==> src/rtl/core/tes_pkg.sv <==
// ----------------------------------------------------------------------------
// tes_pkg: shared types and constants for the terminal escape stripper
// Parse state codes, control byte codes and the decode result type.
// ----------------------------------------------------------------------------
package tes_pkg;

   localparam int unsigned ByteWidth = 8;

   typedef logic [ByteWidth-1:0] byte_type;

   typedef enum logic [2:0] {
      ST_NORMAL  = 3'd0,
      ST_ESC     = 3'd1,
      ST_CSI     = 3'd2,
      ST_DCS     = 3'd3,
      ST_DCS_STR = 3'd4,
      ST_OSC     = 3'd5,
      ST_OSC_STR = 3'd6,
      ST_DROP    = 3'd7
   } parse_state_type;

   localparam byte_type CharBel   = 8'h07;
   localparam byte_type CharBs    = 8'h08;
   localparam byte_type CharCr    = 8'h0D;
   localparam byte_type CharCan   = 8'h18;
   localparam byte_type CharSub   = 8'h1A;
   localparam byte_type CharEsc   = 8'h1B;
   localparam byte_type CharSpace = 8'h20;
   localparam byte_type CharHash  = 8'h23;
   localparam byte_type CharLparen = 8'h28;
   localparam byte_type CharRparen = 8'h29;
   localparam byte_type CharStar  = 8'h2A;
   localparam byte_type CharPlus  = 8'h2B;
   localparam byte_type FinalLo   = 8'h40;
   localparam byte_type FoldHi    = 8'h5F;
   localparam byte_type FinalHi   = 8'h7E;
   localparam byte_type CtrlMask  = 8'h6F;
   localparam byte_type C1Dcs     = 8'h90;
   localparam byte_type C1Csi     = 8'h9B;
   localparam byte_type C1Osc     = 8'h9D;
   localparam byte_type C1Pm      = 8'h9E;
   localparam byte_type C1Apc     = 8'h9F;

   typedef struct packed {
      parse_state_type next_state;
      logic            keep;
      byte_type        out_byte;
   } decode_type;

endpackage

==> src/rtl/core/tes_if.sv <==
// ----------------------------------------------------------------------------
// tes_if: byte channels of the terminal escape stripper
// Valid/ready channels for raw input words and for kept output words.
// ----------------------------------------------------------------------------
interface tes_req_if;
   logic                     valid;
   logic                     ready;
   logic [tes_pkg::ByteWidth-1:0] in_byte;

   modport source (output valid, output in_byte, input ready);
   modport sink (input valid, input in_byte, output ready);
endinterface

interface tes_rsp_if;
   logic                     valid;
   logic                     ready;
   logic [tes_pkg::ByteWidth-1:0] clean_byte;

   modport source (output valid, output clean_byte, input ready);
   modport sink (input valid, input clean_byte, output ready);
endinterface

==> src/rtl/core/tes_decode.sv <==
// ----------------------------------------------------------------------------
// tes_decode: per-byte escape parser step
// Computes the next parse state and whether the byte is kept.
// ----------------------------------------------------------------------------
module tes_decode (
   input  tes_pkg::parse_state_type state,
   input  tes_pkg::byte_type        in_byte,
   output tes_pkg::decode_type      result
);
   import tes_pkg::*;

   parse_state_type s;
   byte_type        b;
   logic            is_ctrl;
   logic            is_passed;
   logic            final_byte;
   logic            esc_inter;

   always_comb begin
      s = state;
      b = in_byte;
      // fold ESC 0x40..0x5F into its C1 code
      if (state == ST_ESC && in_byte >= FinalLo && in_byte <= FoldHi) begin
         s = ST_NORMAL;
         b = {3'b100, in_byte[4:0]};
      end
   end

   assign is_ctrl    = (b & CtrlMask) < CharSpace;
   assign is_passed  = b >= CharBs && b <= CharCr;
   assign final_byte = b >= FinalLo && b <= FinalHi;
   assign esc_inter  = b == CharHash || b == CharSpace || b == CharLparen ||
                       b == CharRparen || b == CharStar || b == CharPlus;

   always_comb begin
      result.next_state = s;
      result.keep       = 1'b0;
      result.out_byte   = b;
      priority if (state == ST_DROP) begin
         result.next_state = ST_NORMAL;
      end else if (b == CharCan || b == CharSub) begin
         result.next_state = ST_NORMAL;
      end else if (b == CharEsc) begin
         result.next_state = ST_ESC;
      end else if (b == C1Csi) begin
         result.next_state = ST_CSI;
      end else if (b == C1Dcs || b == C1Pm || b == C1Apc) begin
         result.next_state = ST_DCS;
      end else if (b == C1Osc) begin
         result.next_state = ST_OSC;
      end else if (is_ctrl) begin
         if (b == CharBel) begin
            if (s == ST_OSC_STR) begin
               result.next_state = ST_NORMAL;
            end else begin
               result.keep = 1'b1;
            end
         end else begin
            result.keep = is_passed;
         end
      end else begin
         unique case (s)
            ST_NORMAL: result.keep = 1'b1;
            ST_ESC:    result.next_state = esc_inter ? ST_DROP : ST_NORMAL;
            ST_CSI:    if (final_byte) result.next_state = ST_NORMAL;
            ST_DCS:    if (final_byte) result.next_state = ST_DCS_STR;
            ST_OSC:    if (final_byte) result.next_state = ST_OSC_STR;
            default:   result.next_state = s;
         endcase
      end
   end

endmodule

==> src/rtl/core/terminal_escape_stripper.sv <==
// ----------------------------------------------------------------------------
// terminal_escape_stripper: removes ANSI/VT escape sequences from a byte stream
// Input register, one-step parser against the parse state, result register.
// ----------------------------------------------------------------------------
// Usage:
//   req carries raw terminal output words (in_byte), one per handshake.
//   rsp carries the kept words (clean_byte); dropped words produce nothing,
//   so rsp gives zero or one word for each req word, in order.
//   Path: the req handshake loads the input register; the decode step then
//   moves a kept word into the result register once that register is free.
//   Throughput: one word per cycle while rsp does not stall; the parse state
//   is updated by a single decode step per word, which sets the rate.
//   Reset (synchronous, active high) empties both registers and returns the
//   parser to normal text.
//   When rsp stalls, the result register holds its word and the input
//   register still fills; req.ready drops only when both hold a word.
// ----------------------------------------------------------------------------
module terminal_escape_stripper (
   input logic clock,
   input logic reset,
   tes_req_if.sink   req,
   tes_rsp_if.source rsp
);
   import tes_pkg::*;

   logic            in_valid_ff, in_valid_in;
   byte_type        in_byte_ff, in_byte_in;
   parse_state_type state_ff, state_in;
   logic            out_valid_ff, out_valid_in;
   byte_type        out_byte_ff, out_byte_in;
   decode_type      dec;
   logic            out_free;
   logic            consume;

   tes_decode u_decode (
      .state   (state_ff),
      .in_byte (in_byte_ff),
      .result  (dec)
   );

   assign out_free  = !out_valid_ff || rsp.ready;
   assign consume   = in_valid_ff && out_free;
   assign req.ready = !in_valid_ff || out_free;

   always_comb begin
      in_valid_in  = in_valid_ff;
      in_byte_in   = in_byte_ff;
      state_in     = state_ff;
      out_valid_in = out_valid_ff;
      out_byte_in  = out_byte_ff;
      if (out_free) begin
         out_valid_in = consume && dec.keep;
         if (consume && dec.keep) out_byte_in = dec.out_byte;
      end
      if (consume) begin
         state_in = dec.next_state;
      end
      if (req.ready) begin
         in_valid_in = req.valid;
         if (req.valid) in_byte_in = req.in_byte;
      end
   end

   always_ff @(posedge clock) begin
      if (reset) begin
         in_valid_ff  <= 1'b0;
         state_ff     <= ST_NORMAL;
         out_valid_ff <= 1'b0;
      end else begin
         in_valid_ff  <= in_valid_in;
         state_ff     <= state_in;
         out_valid_ff <= out_valid_in;
      end
      in_byte_ff  <= in_byte_in;
      out_byte_ff <= out_byte_in;
   end

   assign rsp.valid      = out_valid_ff;
   assign rsp.clean_byte = out_byte_ff;

endmodule

==> src/flat_wrapper.sv <==
// flat-port wrapper written by rule: the top's interface ports become plain ports
module terminal_escape_stripper_flat import tes_pkg::*;
  (clock, reset, req_valid, req_in_byte, req_ready, rsp_valid, rsp_clean_byte, rsp_ready);
  tes_req_if req_i ();
  tes_rsp_if rsp_i ();
  input logic clock;
  input logic reset;
  input wire logic [$bits(req_i.valid)-1:0] req_valid;
  input wire logic [$bits(req_i.in_byte)-1:0] req_in_byte;
  output wire logic [$bits(req_i.ready)-1:0] req_ready;
  output wire logic [$bits(rsp_i.valid)-1:0] rsp_valid;
  output wire logic [$bits(rsp_i.clean_byte)-1:0] rsp_clean_byte;
  input wire logic [$bits(rsp_i.ready)-1:0] rsp_ready;
  assign req_i.valid = req_valid;
  assign req_i.in_byte = req_in_byte;
  assign req_ready = req_i.ready;
  assign rsp_valid = rsp_i.valid;
  assign rsp_clean_byte = rsp_i.clean_byte;
  assign rsp_i.ready = rsp_ready;
  terminal_escape_stripper u_core (.clock(clock), .reset(reset), .req(req_i), .rsp(rsp_i));
endmodule
==> config.mk <==
export PLATFORM = sky130hd
export DESIGN_NAME = terminal_escape_stripper_flat
export DESIGN_NICKNAME = d
export VERILOG_FILES = /design/src/rtl/core/tes_pkg.sv /design/src/rtl/core/tes_if.sv /design/src/rtl/core/tes_decode.sv /design/src/rtl/core/terminal_escape_stripper.sv /design/src/flat_wrapper.sv
export SDC_FILE = /design/constraint.sdc
export NUM_CORES = 1
export LEC_CHECK = 0
export BUFFER_PORTS_ARGS = -buffer_cell sky130_fd_sc_hd__buf_4
export CAP_MARGIN = 20
export CORE_UTILIZATION = 54
export DETAILED_ROUTE_END_ITERATION = 8
export GPL_TIMING_DRIVEN = 0
export PLACE_DENSITY_LB_ADDON = 0.1
export SLEW_MARGIN = 20
export SYNTH_ARGS = -nofsm -noshare
export SYNTH_HDL_FRONTEND = slang
export SYNTH_SLANG_ARGS = --single-unit
==> constraint.sdc <==
create_clock -name clock -period 2.2 [get_ports clock]
set_input_delay 0.11 -clock clock [delete_from_list [all_inputs] [get_ports clock]]
set_output_delay 0.11 -clock clock [all_outputs]
set_load 0.01 [all_outputs]
==> summary.md, run 1 <==
| Metric | Value |
|---|---|
| Count leader, synth | `edfxtp_1` |
| Initial antenna violation count | `0` |
| Slew @ Worst Pin | `about 0.42 ns` |
| Mapped Area | `roughly 0.0012 mm2` |
| Clock latency on the worst-skew pair | `about 0.32 ns` |
| Global-route wire length before repair | `4.57 mm` |
| Share of layout cells above drive strength 1 | `between 20% and 30%` |
| Setup_tns | `0 ns` |
| # clock sinks | `21` |
| CTS tree | `yes` |
| Top_reg_cell synth | `edfxtp_1` |
| Synth top area share | `slightly above 40%` |
| GPL Wtd Cong | `around 0.85` |
| Overall routing resource usage | `roughly a quarter` |
| Simple-Gate Fraction of Synth Area | `between 20% and 30%` |
| Register bit count reported by yosys | `21` |
| CP max stage delay | `0.51 ns` |
| Fin crit share | `95.5%` |
| Adder-cell share of the synthesized area | `0%` |
| CP max-delay cell | `edfxtp_1` |
| Syn Area/Cell | `10.1 um2` |
| Chip height | `~48 um` |
| DIE AREA | `0.00235 mm2` |
| DRC viols | `0` |
| Core Region | `around 0.0020 mm2` |
| Fin. max-slew vios | `0` |
| Clock buffer depth | `2` |
| Final Hold Vio Count | `0` |
| H-tree levels | `1` |
| Fmax | `476 MHz` |
| Synth area leader | `edfxtp_1` |
| Required time of the worst setup path | `approximately 2.2 ns` |
| Yosys warning total | `0` |
| I/O pins | `22` |
| Drt total wl | `2.69 mm` |
| Most instantiated cells after synthesis | `edfxtp_1, nor2_1, o21ai_0` |
| # setup viols final | `0` |
| Largest family of logic cells by synthesized area | `simple AND/OR/NAND/NOR gates` |
| Compound-Gate Fraction of Synth Area | `between 10% and 20%` |
| Reg clk slew, reported paths | `0.12 ns` |
| Critical path class | `reg2reg` |
| Vias per cell | `between 6 and 7` |
| Post-DR wirelength/cell | `about 15 um` |
| Leakage | `roughly 0.53 nW` |
| Yosys cell types | `46` |
| Non-Filler Instances | `176` |
| Num CTS Buffers | `3` |
| Multiplexer share of the synthesized area | `0%` |
| Worst-path cell chain | `buf_4, a311o_2, o311ai_2, and2_2` |
| Filler cells | `around 150` |
| Layout Area Growth over Synthesis | `26.9%` |
| Largest net degree at the start of global routing | `14` |
| Port Buf Inserts | `21` |
| Clock root buffer master | `clkbuf_4` |
| N_diodes | `0` |
| Post-DP HPWL | `between 1.5 and 2 mm` |
| Post-synthesis xor/xnor area fraction | `less than 1%` |
| Fin Clk Skew | `about 0.0026 ns` |
| Final min period | `about 2.1 ns` |
| CP arrival | `about 2.1 ns` |
| Sequential area share after synthesis | `about half` |
| Status | `finished, final reports clean` |
| Hold WC Path Type | `in2reg` |
| Row cnt | `16` |
| Placed insts | `~160` |
| Synth top area cells | `edfxtp_1, dfxtp_1, o21ai_0, nor2_1, nand3_1` |
| Initial Util | `approximately three fifths` |
| Max-cap violation count | `0` |
| Number of global-route vias before repair | `roughly 1,100` |
| PD cells | `521 mW/mm2` |
| CP max FO | `10` |
| Die W | `between 40 and 50 um` |
| Critical Path End Type | `flop` |
| Crit path launch type | `flop` |
| Post-synth EDFFs | `16` |
| Unrepaired setup endpoints after global routing | `false` |
| Slew margin rel. | `a little under three quarters` |
| Post-Syn Nets | `127` |
| Async S/R FF share, synth | `0%` |
| Congestion Overflow GR | `0` |
| Cells after Synth | `115` |
| Vias | `around 1,100` |
| Peak VDD IR | `roughly 0.45 mV` |
| NumNets Final | `162` |
| Initial DRT Pass Iterations | `4` |
| Number of DRC markers in iteration 0 | `48` |
| Antenna viol nets, final | `0` |
metrics by stage:
stage / hold slack, ns / power (mW) / setup slack, ns / area (um2) / util [%]
4_1_cts: 0.0176 / 0.772 / 0.0196 / 1480 / 73.8
5_1_grt: 0.0561 / 0.798 / 0.00249 / 1480 / 73.8
2_1_floorplan: 0.182 / 0.525 / 0.319 / 1160 / -
6_report: 0.0393 / 0.770 / 0.0984 / 1480 / 73.8
3_3_place_gp: 0.289 / 0.564 / 0.0574 / 1360 / 67.8
3_5_place_dp: 0.290 / 0.568 / 0.0334 / 1360 / 67.8
power by group:
| group | leakage (nW) | internal (mW) | total [mW] | switching, mW |
|---|---|---|---|---|
| sequential | 0.193 | 0.446 | 0.458 | 0.0111 |
| clock | 0.0139 | 0.0696 | 0.194 | 0.125 |
| combinational | 0.321 | 0.0582 | 0.118 | 0.0597 |
repair_timing:
action	in CTS	in global routing
hold buffers	9	0
hold endpoints to repair	10	0
resized for setup	0	1
setup buffers	0	0
endpoints found under the setup margin	0	8
cells in the final DEF, fill, tap and decap left out, types with 3 or more instances in the layout:
cell type / count
nor3_1: 4
buf_2: 4
a21oi_1: 4
o21ai_0: 10
nand3_1: 6
nand2b_1: 3
nor2_1: 10
dfxtp_1: 5
clkbuf_4: 3
inv_1: 3
nand2_1: 7
dlygate4sd3_1: 9
buf_4: 23
edfxtp_1: 16
nor2b_1: 3
worst paths after layout:
check,startpoint,to,slack (ns),depth (start not counted)
setup / recovery,u_core.in_byte_ff[6]$_DFFE_PP_,u_core.rsp.clean_byte[0]$_DFFE_PP_,0.1,4
hold / removal,req_valid,u_core.in_valid_ff$_SDFFE_PP0N_,0.04,3
setup reg to reg,u_core.in_byte_ff[6]$_DFFE_PP_,u_core.rsp.clean_byte[0]$_DFFE_PP_,0.1,4
hold reg to reg,u_core.in_byte_ff[3]$_DFFE_PP_,u_core.rsp.clean_byte[3]$_DFFE_PP_,0.46,0
cells by family (layout without fill, tap and decap cells):
group / Yosys count / after routing
buffers and inverters: 12 / 46
DFF: 21 / 21
xor gates and xnor gates: 1 / 1
AOI/OAI and AO/OA: 32 / 32
and+or+nand+nor: 49 / 49
state kept, by name, indices dropped and copies added, names as in the netlist:
signal,cells
u_core.in_byte_ff,8
u_core.rsp.clean_byte,8
u_core.state_ff,3
u_core.in_valid_ff,1
u_core.rsp.valid,1
critical path, delay by kind of cell, from the launching register on:
kind	cells	cell delay, ns
and+or+nand+nor	1	0.33
DFF	1	0.51
AOI/OAI and AO/OA	2	0.75
buffers and inverters	1	0.22
cell type report:
class / count / area (um2) / area share, %
clock buffers: 3 / 22.5 / 1.52
plain buffers: 9 / 53.8 / 3.64
multi-input cells: 82 / 520 / 35.2
repair buffers: 30 / 248 / 16.8
clock inverters: 1 / 7.51 / 0.508
inverters: 3 / 11.3 / 0.762
well taps: 27 / 33.8 / 2.29
flip-flops and latches: 21 / 581 / 39.3
metal layers:
layer	up-vias	global-route usage [%]	wire, um
met5	-	0	0
met4	0	13.2	63
met3	7	2.83	153
met2	46	45.8	1410
met1	500	30.5	1050
li1	506	-	-
Power figures use the tool's default switching activity.
==> run 2: changes to the inputs <==
--- a/config.mk
+++ b/config.mk
@@ -7,7 +7,7 @@
 export LEC_CHECK = 0
 export BUFFER_PORTS_ARGS = -buffer_cell sky130_fd_sc_hd__buf_4
 export CAP_MARGIN = 20
-export CORE_UTILIZATION = 54
+export CORE_UTILIZATION = 58
 export DETAILED_ROUTE_END_ITERATION = 8
 export GPL_TIMING_DRIVEN = 0
 export PLACE_DENSITY_LB_ADDON = 0.1
==> constraint.sdc (replaced) <==
create_clock -name clock -period 2.49 [get_ports clock]
set_input_delay 0.1245 -clock clock [delete_from_list [all_inputs] [get_ports clock]]
set_output_delay 0.1245 -clock clock [all_outputs]
set_load 0.01 [all_outputs]
==> run 2 against run 1 <==
Against the previous run: clock skew rose by 0.0011 ns; routed wire length increased by 13%; hold slack lost 0.0096 ns; non-clock buffer count stayed put; first-iteration DRC count is 44% higher; final cell count down 1.1%; utilization increased by 8.0 points; total power down 11%; final area fell by 0.25%; sequential cell count did not move; sequential share of layout area grew 0.10 points; critical endpoint is now u_core.rsp.clean_byte[1]$_DFFE_PP_.
==> summary.md, run 2 (synthesis gave the netlist of run 1 again) <==
| Metric | Value |
|---|---|
| Status | `finished, final reports clean (unchanged)` |
| # clock sinks | `21 (unchanged)` |
| Final min period | `2.26 ns (was 2.10 ns)` |
| Metal1 wirelength | `1.16 mm (was 1.05 mm)` |
| Drt total wl | `3.02 mm (was 2.69 mm)` |
| Share of layout cells above drive strength 1 | `24.8% (was 25.5%)` |
| NumNets Final | `162 (unchanged)` |
| Crit path launch type | `flop (unchanged)` |
| Row cnt | `15 (was 16)` |
| Port Buf Inserts | `21 (unchanged)` |
| Leakage | `0.527 nW (was 0.528 nW)` |
| Antenna viol nets, final | `0 (unchanged)` |
| N_diodes | `0 (unchanged)` |
| Min Hold Slack | `0.0296 ns (was 0.0393 ns)` |
| Fin crit share | `90.8% (was 95.5%)` |
| Most common cell after layout, fill and taps aside | `buf_4 (unchanged)` |
| Layout Area Growth over Synthesis | `26.5% (was 26.9%)` |
| Number of global-route vias before repair | `1,020 (was 1,077)` |
| Most frequent cells in the layout | `buf_4, edfxtp_1, nor2_1, o21ai_0, dlygate4sd3_1 (unchanged)` |
| Final Hold Vio Count | `0 (unchanged)` |
| H-tree levels | `1 (unchanged)` |
| Post-DP Area | `0.00135 mm2 (was 0.00136 mm2)` |
| Utilization after layout | `81.8% (was 73.8%)` |
| Placed insts | `161 (was 163)` |
| # setup viols final | `0 (unchanged)` |
| Highest metal used | `met4 (unchanged)` |
| CP max FO | `8 (was 10)` |
| Reg clk slew, reported paths | `0.12 ns (about the same)` |
| Chip height | `46.8 um (was 48.4 um)` |
| Worst setup margin | `0.228 ns (was 0.0984 ns)` |
| Max-cap violation count | `0 (unchanged)` |
| Die W | `46.8 um (was 48.4 um)` |
| Clock buffer depth | `2 (unchanged)` |
| Post-DP HPWL | `1.90 mm (was 1.78 mm)` |
| Initial antenna violation count | `0 (unchanged)` |
| Final Power | `683 uW (was 770 uW)` |
| Core Region | `0.00180 mm2 (was 0.00200 mm2)` |
| CTS tree | `yes (unchanged)` |
| Slew margin rel. | `68.2% (was 71.7%)` |
| Vias per cell | `6.38 (was 6.02)` |
| Vias | `1,110 (was 1,059)` |
| Clock latency on the worst-skew pair | `0.31 ns (was 0.32 ns)` |
| Cts repair resizes | `0 (unchanged)` |
| Post-place setup slack | `0.324 ns (was 0.0334 ns)` |
| Unrepaired setup endpoints after global routing | `false (unchanged)` |
| Met2 WL post-DR | `1.47 mm (was 1.41 mm)` |
| CP arrival | `2.25 ns (was 2.13 ns)` |
| Clock share of power | `25.0% (was 25.2%)` |
| Fmax | `442 MHz (was 476 MHz)` |
| P_int | `507 uW (was 574 uW)` |
| Hold WC Path Type | `in2reg (unchanged)` |
| Setup_tns | `0 ns (unchanged)` |
| Clock root buffer master | `clkbuf_4 (unchanged)` |
| Peak VDD IR | `0.437 mV (was 0.454 mV)` |
| Congestion Overflow GR | `0 (unchanged)` |
| Initial Util | `64.7% (was 58.2%)` |
| Largest net degree at the start of global routing | `14 (unchanged)` |
| Initial DRT Pass Iterations | `5 (was 4)` |
| Slew @ Worst Pin | `0.470 ns (was 0.419 ns)` |
| Sw Share | `25.7% (was 25.4%)` |
| Number of DRC markers in iteration 0 | `69 (was 48)` |
| Num CTS Buffers | `3 (unchanged)` |
| Design area | `0.00147 mm2 (was 0.00148 mm2)` |
| Gate power share | `15.7% (was 15.3%)` |
| Switching power | `175 uW (was 196 uW)` |
| Required time of the worst setup path | `2.48 ns (was 2.23 ns)` |
| Critical Path End Type | `flop (unchanged)` |
| Met3 WL | `191 um (was 153 um)` |
| Post-DR wirelength/cell | `17.4 um (was 15.3 um)` |
| I/O pins | `22 (unchanged)` |
| Flop pwr share | `59.3% (was 59.4%)` |
| PD cells | `463 mW/mm2 (was 521 mW/mm2)` |
| DRC viols | `0 (unchanged)` |
| Overall routing resource usage | `31.4% (was 25.7%)` |
| Critical path class | `reg2reg (unchanged)` |
| Non-Filler Instances | `174 (was 176)` |
| Fin Clk Skew | `0.00363 ns (was 0.00256 ns)` |
| DIE AREA | `0.00219 mm2 (was 0.00235 mm2)` |
| GPL Wtd Cong | `0.860 (was 0.849)` |
| Global-route wire length before repair | `4.66 mm (was 4.57 mm)` |
| Fin. max-slew vios | `0 (unchanged)` |
==> run 2: final cells by class <==
class / count / area [um2]
buffer: 9 / 53.8
clock buffer: 3 / 22.5
clock inverter: 1 / 7.51
fill: 120 / 328
inverter: 3 / 11.3
multi-input combinational: 82 / 519
sequential: 21 / 581
tap: 25 / 31.3
timing repair buffer: 30 / 248
==> run 2: final timing paths <==
kind,startpoint,end,slack (ns),cells past startpoint
max reg2reg,u_core.state_ff[1]$_SDFFE_PP0P_,u_core.rsp.clean_byte[1]$_DFFE_PP_,0.23,4
min,req_valid,u_core.in_valid_ff$_SDFFE_PP0N_,0.03,3
min reg2reg,u_core.in_byte_ff[3]$_DFFE_PP_,u_core.rsp.clean_byte[3]$_DFFE_PP_,0.47,0
max,u_core.state_ff[1]$_SDFFE_PP0P_,u_core.rsp.clean_byte[1]$_DFFE_PP_,0.23,4
==> run 2: worst max-delay path, cell delays in order, from the launching register on <==
cell and delay, ns:
dfxtp_1 0.52, nor3b_2 0.13, a311o_2 0.46, o311ai_2 0.41, and2_1 0.41
==> run 2: timing repair <==
item / 4_1_cts / 5_1_grt
hold endpoints to repair: 10 / 0
endpoints found under the setup margin: 0 / 0
buffers inserted: 0 / 0
hold buffers: 9 / 0
==> run 2: routing by layer <==
| layer | GRT usage, % | vias to the layer above |
|---|---|---|
| met4 | 18.3 | 0 |
| met5 | 0 | - |
| met2 | 51.7 | 71 |
| met3 | 3.85 | 24 |
| met1 | 40.0 | 507 |
| li1 | - | 508 |
==> run 2: power by group through the flow <==
stage	clock network, mW	registers [mW]	logic, mW
2_1_floorplan	0	0.412	0.0515
3_3_place_gp	0	0.411	0.0872
3_5_place_dp	0	0.412	0.0912
4_1_cts	0.175	0.404	0.103
5_1_grt	0.189	0.407	0.115
6_report	0.170	0.405	0.107
